==> config.mk <==
export PLATFORM = sky130hd
export DESIGN_NAME = accel_fall_pulse_detector_top_flat
export DESIGN_NICKNAME = d
export VERILOG_FILES = /design/src/design/afpd_pkg.sv /design/src/design/afpd_in_if.sv /design/src/design/afpd_out_if.sv /design/src/design/afpd_mag.sv /design/src/design/afpd_track.sv /design/src/design/accel_fall_pulse_detector_top.sv /design/src/flat_wrapper.sv
export SDC_FILE = /design/constraint.sdc
export NUM_CORES = 2
export LEC_CHECK = 0
export BUFFER_PORTS_ARGS = -buffer_cell sky130_fd_sc_hd__clkbuf_2
export CORE_MARGIN = 2
export CORE_UTILIZATION = 55
export DETAILED_ROUTE_END_ITERATION = 12
export PLACE_DENSITY = 0.7
export SLEW_MARGIN = 0
export SYNTH_ARGS = -nofsm -noshare
export SYNTH_HDL_FRONTEND = slang
export SYNTH_HIERARCHICAL = 1
export SYNTH_SLANG_ARGS = --single-unit
==> constraint.sdc <==
create_clock -name clk_i -period 19.6 [get_ports clk_i]
set_input_delay 0.98 -clock clk_i [delete_from_list [all_inputs] [get_ports clk_i]]
set_output_delay 0.98 -clock clk_i [all_outputs]
set_load 0.01 [all_outputs]
==> src/design/afpd_pkg.sv <==
// shared types, constants and register map for the fall pulse detector
package afpd_pkg;

  parameter int SAMPLE_BITS_DEF = 16;

  localparam int THRESH_W   = 32;
  localparam int WIDTH_W    = 8;
  localparam int HOLDOFF_W  = 8;
  localparam int PULSE_W    = 9;
  localparam int TOTAL_W    = 16;
  localparam int APB_DATA_W = 32;
  localparam int APB_ADDR_W = 4;
  localparam int REG_IDX_W  = 2;

  localparam logic [PULSE_W-1:0] PULSE_MAX = '1;
  localparam logic [TOTAL_W-1:0] COUNT_MAX = '1;

  // register index, byte address is 4 * index
  typedef enum logic [REG_IDX_W-1:0] {
    REG_THRESHOLD = 2'd0,
    REG_MAX_WIDTH = 2'd1,
    REG_HOLDOFF   = 2'd2
  } afpd_reg_e;

  typedef struct packed {
    logic               fall;
    logic               high;
    logic [TOTAL_W-1:0] total;
  } afpd_result_t;

endpackage

==> src/design/afpd_in_if.sv <==
// sample channel: valid/ready handshake with three signed axis fields
interface afpd_in_if #(
  parameter int SAMPLE_BITS = afpd_pkg::SAMPLE_BITS_DEF
);
  logic                          valid;
  logic                          ready;
  logic signed [SAMPLE_BITS-1:0] accel_x;
  logic signed [SAMPLE_BITS-1:0] accel_y;
  logic signed [SAMPLE_BITS-1:0] accel_z;

  modport source (output valid, accel_x, accel_y, accel_z, input ready);
  modport sink   (input valid, accel_x, accel_y, accel_z, output ready);
endinterface

==> src/design/afpd_out_if.sv <==
// result channel: valid/ready handshake with fall flag, level flag and count
interface afpd_out_if;
  logic                           valid;
  logic                           ready;
  logic                           fall_detected;
  logic                           above_threshold;
  logic [afpd_pkg::TOTAL_W-1:0]   fall_total;

  modport source (output valid, fall_detected, above_threshold, fall_total, input ready);
  modport sink   (input valid, fall_detected, above_threshold, fall_total, output ready);
endinterface

==> src/design/afpd_mag.sv <==
// exact squared magnitude of a three-axis sample
module afpd_mag
  import afpd_pkg::*;
#(
  parameter int SAMPLE_BITS = SAMPLE_BITS_DEF,
  localparam int MAG_W      = 2 * SAMPLE_BITS + 2
) (
  input  logic [SAMPLE_BITS-1:0] x_i,
  input  logic [SAMPLE_BITS-1:0] y_i,
  input  logic [SAMPLE_BITS-1:0] z_i,
  output logic [MAG_W-1:0]       mag_o
);

  localparam int SQ_W = 2 * SAMPLE_BITS;
  localparam logic [SAMPLE_BITS-1:0] ONE = {{(SAMPLE_BITS-1){1'b0}}, 1'b1};

  logic [SAMPLE_BITS-1:0] ax, ay, az;
  logic [SQ_W-1:0]        sqx, sqy, sqz;

  // most negative code negates to itself, which reads as 2^(n-1) unsigned
  assign ax = x_i[SAMPLE_BITS-1] ? (~x_i + ONE) : x_i;
  assign ay = y_i[SAMPLE_BITS-1] ? (~y_i + ONE) : y_i;
  assign az = z_i[SAMPLE_BITS-1] ? (~z_i + ONE) : z_i;

  assign sqx = SQ_W'(ax) * SQ_W'(ax);
  assign sqy = SQ_W'(ay) * SQ_W'(ay);
  assign sqz = SQ_W'(az) * SQ_W'(az);

  assign mag_o = MAG_W'(sqx) + MAG_W'(sqy) + MAG_W'(sqz);

endmodule

==> src/design/afpd_track.sv <==
// pulse tracking, holdoff and saturating fall count
module afpd_track
  import afpd_pkg::*;
(
  input  logic                 clk_i,
  input  logic                 rst_ni,
  input  logic                 step_i,
  input  logic                 high_i,
  input  logic [WIDTH_W-1:0]   max_width_i,
  input  logic [HOLDOFF_W-1:0] holdoff_cfg_i,
  output afpd_result_t         result_o
);

  logic                 in_pulse_q, in_pulse_d;
  logic [PULSE_W-1:0]   len_q, len_d;
  logic [HOLDOFF_W-1:0] hold_q, hold_d, hold_load;
  logic [TOTAL_W-1:0]   cnt_q, cnt_d;
  logic                 fall;

  // a pulse closes on the first low sample
  assign fall = !high_i && in_pulse_q && (len_q <= PULSE_W'(max_width_i))
                && (hold_q == '0);

  always_comb begin
    in_pulse_d = high_i;
    len_d      = '0;
    if (high_i) begin
      if (!in_pulse_q) begin
        len_d = PULSE_W'(1);
      end else if (len_q != PULSE_MAX) begin
        len_d = len_q + PULSE_W'(1);
      end else begin
        len_d = len_q;
      end
    end
    cnt_d     = (fall && (cnt_q != COUNT_MAX)) ? cnt_q + TOTAL_W'(1) : cnt_q;
    hold_load = fall ? holdoff_cfg_i : hold_q;
    // count down includes the sample that loaded it
    hold_d    = (hold_load != '0) ? hold_load - HOLDOFF_W'(1) : '0;
  end

  assign result_o = '{fall: fall, high: high_i, total: cnt_d};

  always_ff @(posedge clk_i or negedge rst_ni) begin
    if (!rst_ni) begin
      in_pulse_q <= 1'b0;
      len_q      <= '0;
      hold_q     <= '0;
      cnt_q      <= '0;
    end else if (step_i) begin
      in_pulse_q <= in_pulse_d;
      len_q      <= len_d;
      hold_q     <= hold_d;
      cnt_q      <= cnt_d;
    end
  end

  a_len_closed: assert property (@(posedge clk_i) disable iff (!rst_ni)
    !in_pulse_q |-> (len_q == '0))
    else $error("pulse length nonzero with no open pulse");

  a_len_open: assert property (@(posedge clk_i) disable iff (!rst_ni)
    in_pulse_q |-> (len_q != '0))
    else $error("open pulse with zero length");

  a_fall_closes: assert property (@(posedge clk_i) disable iff (!rst_ni)
    (step_i && fall) |=> !in_pulse_q)
    else $error("pulse still open after a fall");

  a_count_step: assert property (@(posedge clk_i) disable iff (!rst_ni)
    (step_i && fall && (cnt_q != COUNT_MAX)) |=> (cnt_q == $past(cnt_q) + TOTAL_W'(1)))
    else $error("fall count did not advance");

  a_hold_down: assert property (@(posedge clk_i) disable iff (!rst_ni)
    (step_i && !fall && (hold_q != '0)) |=> (hold_q == $past(hold_q) - HOLDOFF_W'(1)))
    else $error("holdoff did not count down");

endmodule

==> src/design/accel_fall_pulse_detector_top.sv <==
// top level of the accelerometer fall pulse detector
// Takes one three-axis sample per item and returns one result item per
// sample: whether the squared magnitude x*x + y*y + z*z reaches the squared
// threshold, whether this sample closes a short pulse that counts as a fall,
// and the saturating fall count so far. The block accepts one item every
// cycle unless the result side stalls it. A sample lands in the input
// register. The three squares, the threshold compare and the pulse state
// update then run as one combinational pass into the result register, which
// offers the result item until the first rising edge where the receiver is
// ready. Each register holds its item until the next one can take it, so
// backpressure on the result side stalls the input without losing items.
// Registers are written over the APB port at byte address 4 * index
// (threshold_squared, max_pulse_width, holdoff_samples) and should only change
// while no item is in flight.
module accel_fall_pulse_detector_top
  import afpd_pkg::*;
#(
  parameter int SAMPLE_BITS = SAMPLE_BITS_DEF
) (
  input  logic                  clk_i,
  input  logic                  rst_ni,
  afpd_in_if.sink               sample_i,
  afpd_out_if.source            result_o,
  input  logic                  psel_i,
  input  logic                  penable_i,
  input  logic                  pwrite_i,
  input  logic [APB_ADDR_W-1:0] paddr_i,
  input  logic [APB_DATA_W-1:0] pwdata_i,
  output logic [APB_DATA_W-1:0] prdata_o,
  output logic                  pready_o
);

  localparam int MAG_W = 2 * SAMPLE_BITS + 2;
  localparam int CMP_W = (MAG_W > THRESH_W) ? MAG_W : THRESH_W;

  // configuration registers
  logic [THRESH_W-1:0]  thresh_q;
  logic [WIDTH_W-1:0]   max_width_q;
  logic [HOLDOFF_W-1:0] holdoff_q;
  logic                 cfg_wr;
  afpd_reg_e            reg_idx;

  // input and result registers
  logic                   s1_valid_q;
  logic [SAMPLE_BITS-1:0] x_q, y_q, z_q;
  logic [MAG_W-1:0]       mag;
  logic                   out_valid_q;
  afpd_result_t           res_d, res_q;

  logic s1_ready, out_ready;
  logic high, step;

  // apb port, no wait states
  assign pready_o = 1'b1;
  assign cfg_wr   = psel_i && penable_i && pwrite_i;
  assign reg_idx  = afpd_reg_e'(paddr_i[APB_ADDR_W-1:APB_ADDR_W-REG_IDX_W]);

  always_ff @(posedge clk_i or negedge rst_ni) begin
    if (!rst_ni) begin
      thresh_q    <= '0;
      max_width_q <= '0;
      holdoff_q   <= '0;
    end else if (cfg_wr) begin
      case (reg_idx)
        REG_THRESHOLD: thresh_q    <= pwdata_i;
        REG_MAX_WIDTH: max_width_q <= pwdata_i[WIDTH_W-1:0];
        REG_HOLDOFF:   holdoff_q   <= pwdata_i[HOLDOFF_W-1:0];
        default: ;  // unmapped index, write dropped
      endcase
    end
  end

  always_comb begin
    case (reg_idx)
      REG_THRESHOLD: prdata_o = thresh_q;
      REG_MAX_WIDTH: prdata_o = APB_DATA_W'(max_width_q);
      REG_HOLDOFF:   prdata_o = APB_DATA_W'(holdoff_q);
      default:       prdata_o = '0;
    endcase
  end

  // a register takes a new item when empty or when its item moves on
  assign out_ready      = !out_valid_q || result_o.ready;
  assign s1_ready       = !s1_valid_q || out_ready;
  assign sample_i.ready = s1_ready;

  // input register
  always_ff @(posedge clk_i or negedge rst_ni) begin
    if (!rst_ni) begin
      s1_valid_q <= 1'b0;
    end else if (s1_ready) begin
      s1_valid_q <= sample_i.valid;
    end
  end

  always_ff @(posedge clk_i) begin
    if (s1_ready && sample_i.valid) begin
      x_q <= sample_i.accel_x;
      y_q <= sample_i.accel_y;
      z_q <= sample_i.accel_z;
    end
  end

  // squared magnitude of the registered sample
  afpd_mag #(
    .SAMPLE_BITS(SAMPLE_BITS)
  ) u_mag (
    .x_i  (x_q),
    .y_i  (y_q),
    .z_i  (z_q),
    .mag_o(mag)
  );

  // threshold compare and pulse state, advanced once per item
  assign high = CMP_W'(mag) >= CMP_W'(thresh_q);
  assign step = s1_valid_q && out_ready;

  afpd_track u_track (
    .clk_i        (clk_i),
    .rst_ni       (rst_ni),
    .step_i       (step),
    .high_i       (high),
    .max_width_i  (max_width_q),
    .holdoff_cfg_i(holdoff_q),
    .result_o     (res_d)
  );

  // result register
  always_ff @(posedge clk_i or negedge rst_ni) begin
    if (!rst_ni) begin
      out_valid_q <= 1'b0;
    end else if (out_ready) begin
      out_valid_q <= s1_valid_q;
    end
  end

  always_ff @(posedge clk_i) begin
    if (step) begin
      res_q <= res_d;
    end
  end

  assign result_o.valid           = out_valid_q;
  assign result_o.fall_detected   = res_q.fall;
  assign result_o.above_threshold = res_q.high;
  assign result_o.fall_total      = res_q.total;

endmodule
==> src/flat_wrapper.sv <==
// flat-port wrapper written by rule: the top's interface ports become plain ports
module accel_fall_pulse_detector_top_flat import afpd_pkg::*;
#(
  parameter int SAMPLE_BITS = SAMPLE_BITS_DEF
)
  (clk_i, rst_ni, psel_i, penable_i, pwrite_i, paddr_i, pwdata_i, prdata_o, pready_o, sample_i_valid, sample_i_accel_x, sample_i_accel_y, sample_i_accel_z, sample_i_ready, result_o_valid, result_o_fall_detected, result_o_above_threshold, result_o_fall_total, result_o_ready);
  afpd_in_if #(.SAMPLE_BITS(SAMPLE_BITS)) sample_i_i ();
  afpd_out_if result_o_i ();
  input  logic clk_i;
  input  logic rst_ni;
  input  logic psel_i;
  input  logic penable_i;
  input  logic pwrite_i;
  input  logic [APB_ADDR_W-1:0] paddr_i;
  input  logic [APB_DATA_W-1:0] pwdata_i;
  output logic [APB_DATA_W-1:0] prdata_o;
  output logic pready_o;
  input wire logic [$bits(sample_i_i.valid)-1:0] sample_i_valid;
  input wire logic [$bits(sample_i_i.accel_x)-1:0] sample_i_accel_x;
  input wire logic [$bits(sample_i_i.accel_y)-1:0] sample_i_accel_y;
  input wire logic [$bits(sample_i_i.accel_z)-1:0] sample_i_accel_z;
  output wire logic [$bits(sample_i_i.ready)-1:0] sample_i_ready;
  output wire logic [$bits(result_o_i.valid)-1:0] result_o_valid;
  output wire logic [$bits(result_o_i.fall_detected)-1:0] result_o_fall_detected;
  output wire logic [$bits(result_o_i.above_threshold)-1:0] result_o_above_threshold;
  output wire logic [$bits(result_o_i.fall_total)-1:0] result_o_fall_total;
  input wire logic [$bits(result_o_i.ready)-1:0] result_o_ready;
  assign sample_i_i.valid = sample_i_valid;
  assign sample_i_i.accel_x = sample_i_accel_x;
  assign sample_i_i.accel_y = sample_i_accel_y;
  assign sample_i_i.accel_z = sample_i_accel_z;
  assign sample_i_ready = sample_i_i.ready;
  assign result_o_valid = result_o_i.valid;
  assign result_o_fall_detected = result_o_i.fall_detected;
  assign result_o_above_threshold = result_o_i.above_threshold;
  assign result_o_fall_total = result_o_i.fall_total;
  assign result_o_i.ready = result_o_ready;
  accel_fall_pulse_detector_top #(.SAMPLE_BITS(SAMPLE_BITS)) u_core (.clk_i(clk_i), .rst_ni(rst_ni), .sample_i(sample_i_i), .result_o(result_o_i), .psel_i(psel_i), .penable_i(penable_i), .pwrite_i(pwrite_i), .paddr_i(paddr_i), .pwdata_i(pwdata_i), .prdata_o(prdata_o), .pready_o(pready_o));
endmodule
[Word-level counts from Yosys, hierarchy flattened]
Index checks and enable logic that the tools add are counted.
Operators by class
  muxes and demuxes: 10
  bitwise logic cells: 3
  magnitude comparators: 2
  multipliers: 3
  $add $sub $neg: 8
  equal/unequal tests: 5
  reductions and logical operators: 20
Operators by type and width (number)
  $mul 16x16->32: 3
  $pmux 32 s3: 1
  $add 16x1->16 const B: 4
  $mux 16: 4
  $not 16->16: 3
  $add 33x32->34: 1
  $ge 34x32->1: 1
  $add 32x32->33: 1
  $mux 9: 3
  $mux 8: 2
  $ne 16x16->1 const B: 1
  $add 9x1->9 const B: 1
  $le 9x8->1: 1
  $ne 9x9->1 const B: 1
  $logic_and 1x1->1: 8
  $logic_not 8->1: 1
  $reduce_and 2->1: 4
  $reduce_bool 8->1: 1
  $sub 8x1->8 const B: 1
  $logic_not 1->1: 3
  $ne 3x2->1 const B: 1
  $eq 2x1->1 const B: 1
  $eq 2x2->1 const B: 1
  $logic_not 2->1: 1
  $logic_or 1x1->1: 2
Storage, ports and cells
  bits in registers: 150
  output and inout bits: 53
  input port bits: 91

[Depth between registers and ports, before layout]
  word-level depth: 14
  mapped depth: 65
  depth with buffers taken out: 64

[Cells and area by module]
The synthesis kept the hierarchy.
Modules (own cells, without submodules)
  afpd_mag: area an instance 23271.1 um2, times used 1, sequential area each 0.0 um2, cells an instance 2610
  accel_fall_pulse_detector_top: area an instance 4962.3 um2, times used 1, sequential area each 3233.1 um2, cells an instance 382
  afpd_track: area an instance 2524.9 um2, times used 1, sequential area each 850.8 um2, cells an instance 280

[Least setup slack after synthesis]
Ideal clock, no wire load.
  kind: register to register
  from: register u_core.y_q[0]
  to: register u_core.u_track.hold_q[7]
  cell stages (with the launch flop): 64
  path buffers: 2
  clock period less this slack: 14.427 ns
  data arrival time: 14.301 ns
  path slack: 5.173 ns
  cell sequence: edfxtp_1 -> inv_1 -> clkbuf_1 -> ha_1 -> nand2_1 -> or4_1 -> o21ai_0 -> xor2_1 -> clkbuf_1 -> nor2_1 -> inv_1 -> fa_1 -> fa_1 -> inv_1 -> fa_1 -> inv_1 -> fa_1 -> inv_1 -> [28 not listed] -> ha_1 -> nand2_1 -> nor4_1 -> o21ai_0 -> o21ai_1 -> nor4b_2 -> nand2_1 -> nor3_1 -> nand2_1 -> clkinv_1 -> a21oi_1 -> ha_1 -> nor3b_1 -> a22o_1 -> nand2_1 -> o31ai_1 -> a31oi_1 -> o32a_1
Between the ends
  cells in the longest elaborated chain, start to end: 14
  elaborated cells between the ends (all ways): 15
  classes of those cells: 4 x add/sub; 1 x mul; 1 x order compare; 3 x mux; 1 x bitwise; 5 x reduce/logical
Ends and longest elaborated chain
  start: declaration: RTL line accel_fall_pulse_detector_top.sv:45  | logic [SAMPLE_BITS-1:0] x_q, y_q, z_q;
  start signal: assignment: RTL line accel_fall_pulse_detector_top.sv:99  | y_q <= sample_i.accel_y;
  $not 16->16: RTL line afpd_mag.sv:22  | assign ay = y_i[SAMPLE_BITS-1] ? (~y_i + ONE) : y_i;
  $add 16x1->16: RTL line afpd_mag.sv:22
  $mux 16 (*): RTL line afpd_mag.sv:22
  $mul 16x16->32 (*): RTL line afpd_mag.sv:26  | assign sqy = SQ_W'(ay) * SQ_W'(ay);
  $add 32x32->33 (*): RTL line afpd_mag.sv:29  | assign mag_o = MAG_W'(sqx) + MAG_W'(sqy) + MAG_W'(sqz);
  $add 33x32->34 (*): RTL line afpd_mag.sv:29
  named net u_core.mag[30]: RTL line accel_fall_pulse_detector_top.sv:46  | logic [MAG_W-1:0] mag;
  $ge 34x32->1 (*): RTL line accel_fall_pulse_detector_top.sv:115  | assign high = CMP_W'(mag) >= CMP_W'(thresh_q);
  named net u_core.high: RTL line accel_fall_pulse_detector_top.sv:51  | logic high, step;
  $logic_not 1->1 (*): RTL line afpd_track.sv:21  | assign fall = !high_i && in_pulse_q && (len_q <= PULSE_W'(max_width_i))
  $logic_and 1x1->1 (*) (2 in a row): RTL line afpd_track.sv:21
  $logic_and 1x1->1 (*): RTL line afpd_track.sv:22  | && (hold_q == '0);
  named net u_core.u_track.fall: RTL line afpd_track.sv:18  | logic fall;
  $mux 8 (*): RTL line afpd_track.sv:37  | hold_load = fall ? holdoff_cfg_i : hold_q;
  $sub 8x1->8 / $reduce_bool 8->1 (equally long branches): RTL line afpd_track.sv:39  | hold_d = (hold_load != '0) ? hold_load - HOLDOFF_W'(1) : '0;
  $mux 8 (*): RTL line afpd_track.sv:39
  end signal: assignment: RTL line afpd_track.sv:53  | hold_q <= hold_d;
  end: declaration: RTL line afpd_track.sv:16  | logic [HOLDOFF_W-1:0] hold_q, hold_d, hold_load;
Mark *: on every way through the listed nets, which the timed path passes. The rest lies on a longest branch.
A chain may end at the register's enable or synchronous reset.

==> flow_metrics.env <==
export IMPL_outcome="complete, no violations"
export IMPL_cts_buffer_depth=2
export IMPL_hold_viol=0
export IMPL_synth_simple_area_share=0.111
export IMPL_synth_seq_cells=150
export IMPL_mostFrequentLayoutCells="inv_1, fa_1, ha_1"
export IMPL_grt_pass1_wl_um=115000
export IMPL_worstPathMaxFanout=15
export IMPL_ys_seq_area_frac=0.133
export IMPL_worst_pin_slew_ns=1.32
export IMPL_ys_types=89
export IMPL_fin_crit_ns=17.83
export IMPL_ant_nets=0
export IMPL_critPathArrivalTime_ns=18.20
export IMPL_syn_cell_area_um2=30800
export IMPL_cp_end_kind="register"
export IMPL_final_common_cell="inv_1"
export IMPL_detail_route_vias_per_cell=5.24
export IMPL_gp_congestion=0.910
export IMPL_track_usage=0.257
export IMPL_worst_setup_path_type="reg2reg"
export IMPL_instances_no_fill=4198
export IMPL_netlist_instances=3272
export IMPL_first_pass_iters=5
export IMPL_cts_tree="yes"
export IMPL_wirelength_um=68900
export IMPL_drt_iter0_drc=1426
export IMPL_antenna_found_initial=0
export IMPL_cts_resized=0
export IMPL_die_h_um=240
export IMPL_fin_nets=4449
export IMPL_grt_pass1_vias=23200
export IMPL_cap_violations=0
export IMPL_numCtsBuffers=17
export IMPL_hold_path_class="in2async"
export IMPL_rsz0062_at_grt="false"
export IMPL_finClkSkew_ns=0.0190
export IMPL_dieArea_um2=57800
export IMPL_post_cts_buffers=0
export IMPL_yosysTopAreaCellShare=0.378
export IMPL_wire_per_inst_um=16.4
export IMPL_setup_tns_ns=0
export IMPL_dp_cells=4166
export IMPL_antenna_cells=0
export IMPL_slew_headroom=0.115
export IMPL_fmax_ghz=0.0561
export IMPL_cts_root_buf="clkbuf_16"
export IMPL_synth_ff_type="dfrtp_1"
export IMPL_overflow=0
export IMPL_async_flop_share=0.560
export IMPL_worstPathRequired_ns=19.97
export IMPL_slowest_stage="xnor2_1"
export IMPL_drc=0
export IMPL_start_util=0.557
export IMPL_startpoint_type="register"
export IMPL_synth_top_family_by_area="adder cells"
export IMPL_setup_violations=0
export IMPL_grt_max_degree=72
export IMPL_fin_crit_sh=0.910
export IMPL_dr_total_vias=22000
export IMPL_clkSlewWorstSetupHoldPaths_ns=0.08
export IMPL_utilization=0.600
export IMPL_io_buffer_count=140
export IMPL_slowest_delay_ns=1.01
export IMPL_synth_edf_count=66
export IMPL_yosys_warnings=6
export IMPL_netlist_top_cells_area="fa_1, ha_1, inv_1"
export IMPL_synthMuxAreaShare=0.0107
export IMPL_layout_drive_gt1_share=0.0791
export IMPL_rows=86
export IMPL_cp_common_cell="fa_1"
export IMPL_clkSinkCount=150
export IMPL_yosys_area_top_type="fa_1"
export IMPL_io_pins=144
export IMPL_postCtsHoldBufs=0
export IMPL_syn_area_per_cell_um2=9.40
export IMPL_synthAdderAreaFrac=0.516
export IMPL_area_delta_synth_final_pct=7.64
export IMPL_die_x_um=240
export IMPL_core_area_um2=55200
export IMPL_synth_compound_area_frac=0.0671
export IMPL_synthXorXnorAreaFrac=0.0419
export IMPL_cts_htree_levels=4
export IMPL_clk_latency_ns=0.49
export IMPL_hpwl_um=58400
export IMPL_slew_viol_final=0
Yosys cell counts (all sizes together) (16+ instances only):
cell type and n:
inv 890, fa 581, ha 340, nand2 268, nor2 256, o21ai 94
xnor2 89, dfrtp 84, a21oi 79, edfxtp 66, nor3 55, xor2 54
clkbuf 41, a21o 37, nand3 32, mux2 22, nand2b 21, buf 20
nand4 18, and3 16
registers in the layout, summed over array words and instances (netlist names):
| name | count |
|---|---|
| u_core/holdoff_q | 8 |
| u_core/max_width_q | 8 |
| u_core/result_o.above_threshold | 1 |
| u_core/result_o.fall_detected | 1 |
| u_core/result_o.fall_total | 16 |
| u_core/result_o.valid | 1 |
| u_core/s1_valid_q | 1 |
| u_core/thresh_q | 32 |
| u_core/u_track/cnt_q | 16 |
| u_core/u_track/hold_q | 8 |
| u_core/u_track/in_pulse_q | 1 |
| u_core/u_track/len_q | 9 |
| u_core/x_q | 16 |
| u_core/y_q | 16 |
| u_core/z_q | 16 |
layout make-up:
| type | instances | area, µm² |
|---|---|---|
| clock buffer | 17 | 425 |
| clock inverter | 15 | 194 |
| multi-input combinational | 2191 | 23100 |
| inverter | 905 | 3400 |
| sequential | 150 | 4080 |
| timing repair buffer | 172 | 943 |
| tap | 748 | 936 |
| fill | 4834 | 22100 |
cells by family (layout without fill, tap and decap cells):
| kind of cell | Yosys count | after routing |
|---|---|---|
| buffers and inverters | 966 | 1109 |
| adder cells (fa/ha/maj) | 921 | 921 |
| AND/OR/NAND/NOR | 738 | 738 |
| AO/OA/AOI/OAI | 321 | 321 |
| flip-flops | 150 | 150 |
| XOR/XNOR | 143 | 143 |
| multiplexers | 30 | 30 |
| other | 3 | 38 |
through the flow:
stage	hold WS, ns	cell area, µm²	setup WS (ns)
global route	0.320	33100	1.06
global placement	0.473	32500	2.38
detailed placement	0.486	32500	2.30
finish	0.330	33100	1.77
CTS	0.296	33100	2.16
floorplan	0.449	30900	5.17
critical path, delay by kind of cell, from the launching register on:
kind,cells,cell delay (ns)
fa+ha+maj,16,7.07
flops,1,0.60
xor+xnor,1,1.01
compound gates,17,4.38
buf+inv,8,1.56
simple gates,15,3.06
path summary, 6_finish.rpt:
kind | startpoint | end | slack, ns | cells past startpoint
worst min-delay path | rst_ni | u_core/thresh_q[29]$_DFFE_PN0P_ | 0.33 | 1
worst min register to register | u_core/s1_valid_q$_DFFE_PN0N_ | u_core/result_o.valid$_DFFE_PN0P_ | 0.49 | 1
max in group asynchronous | rst_ni | u_core/u_track/cnt_q[10]$_DFFE_PN0P_ | 18.10 | 2
worst max-delay path | u_core/y_q[0]$_DFFE_PP_ | u_core/u_track/hold_q[7]$_DFFE_PN0P_ | 1.77 | 57
min in group clk_i | u_core/s1_valid_q$_DFFE_PN0N_ | u_core/result_o.valid$_DFFE_PN0P_ | 0.49 | 1
worst max register to register | u_core/y_q[0]$_DFFE_PP_ | u_core/u_track/hold_q[7]$_DFFE_PN0P_ | 1.77 | 57
routing by layer:
layer / track usage / vias up / part of all wire
li1: - / 10300 / -
met1: 0.341 / 11000 / 0.42
met2: 0.427 / 547 / 0.49
met3: 0.0549 / 97 / 0.070
met4: 0.0727 / 0 / 0.024
met5: 0 / - / 0
Power is left out: the tool's default activity adds up to more than one toggle a clock period on the data nets, which glitch-free logic cannot reach.
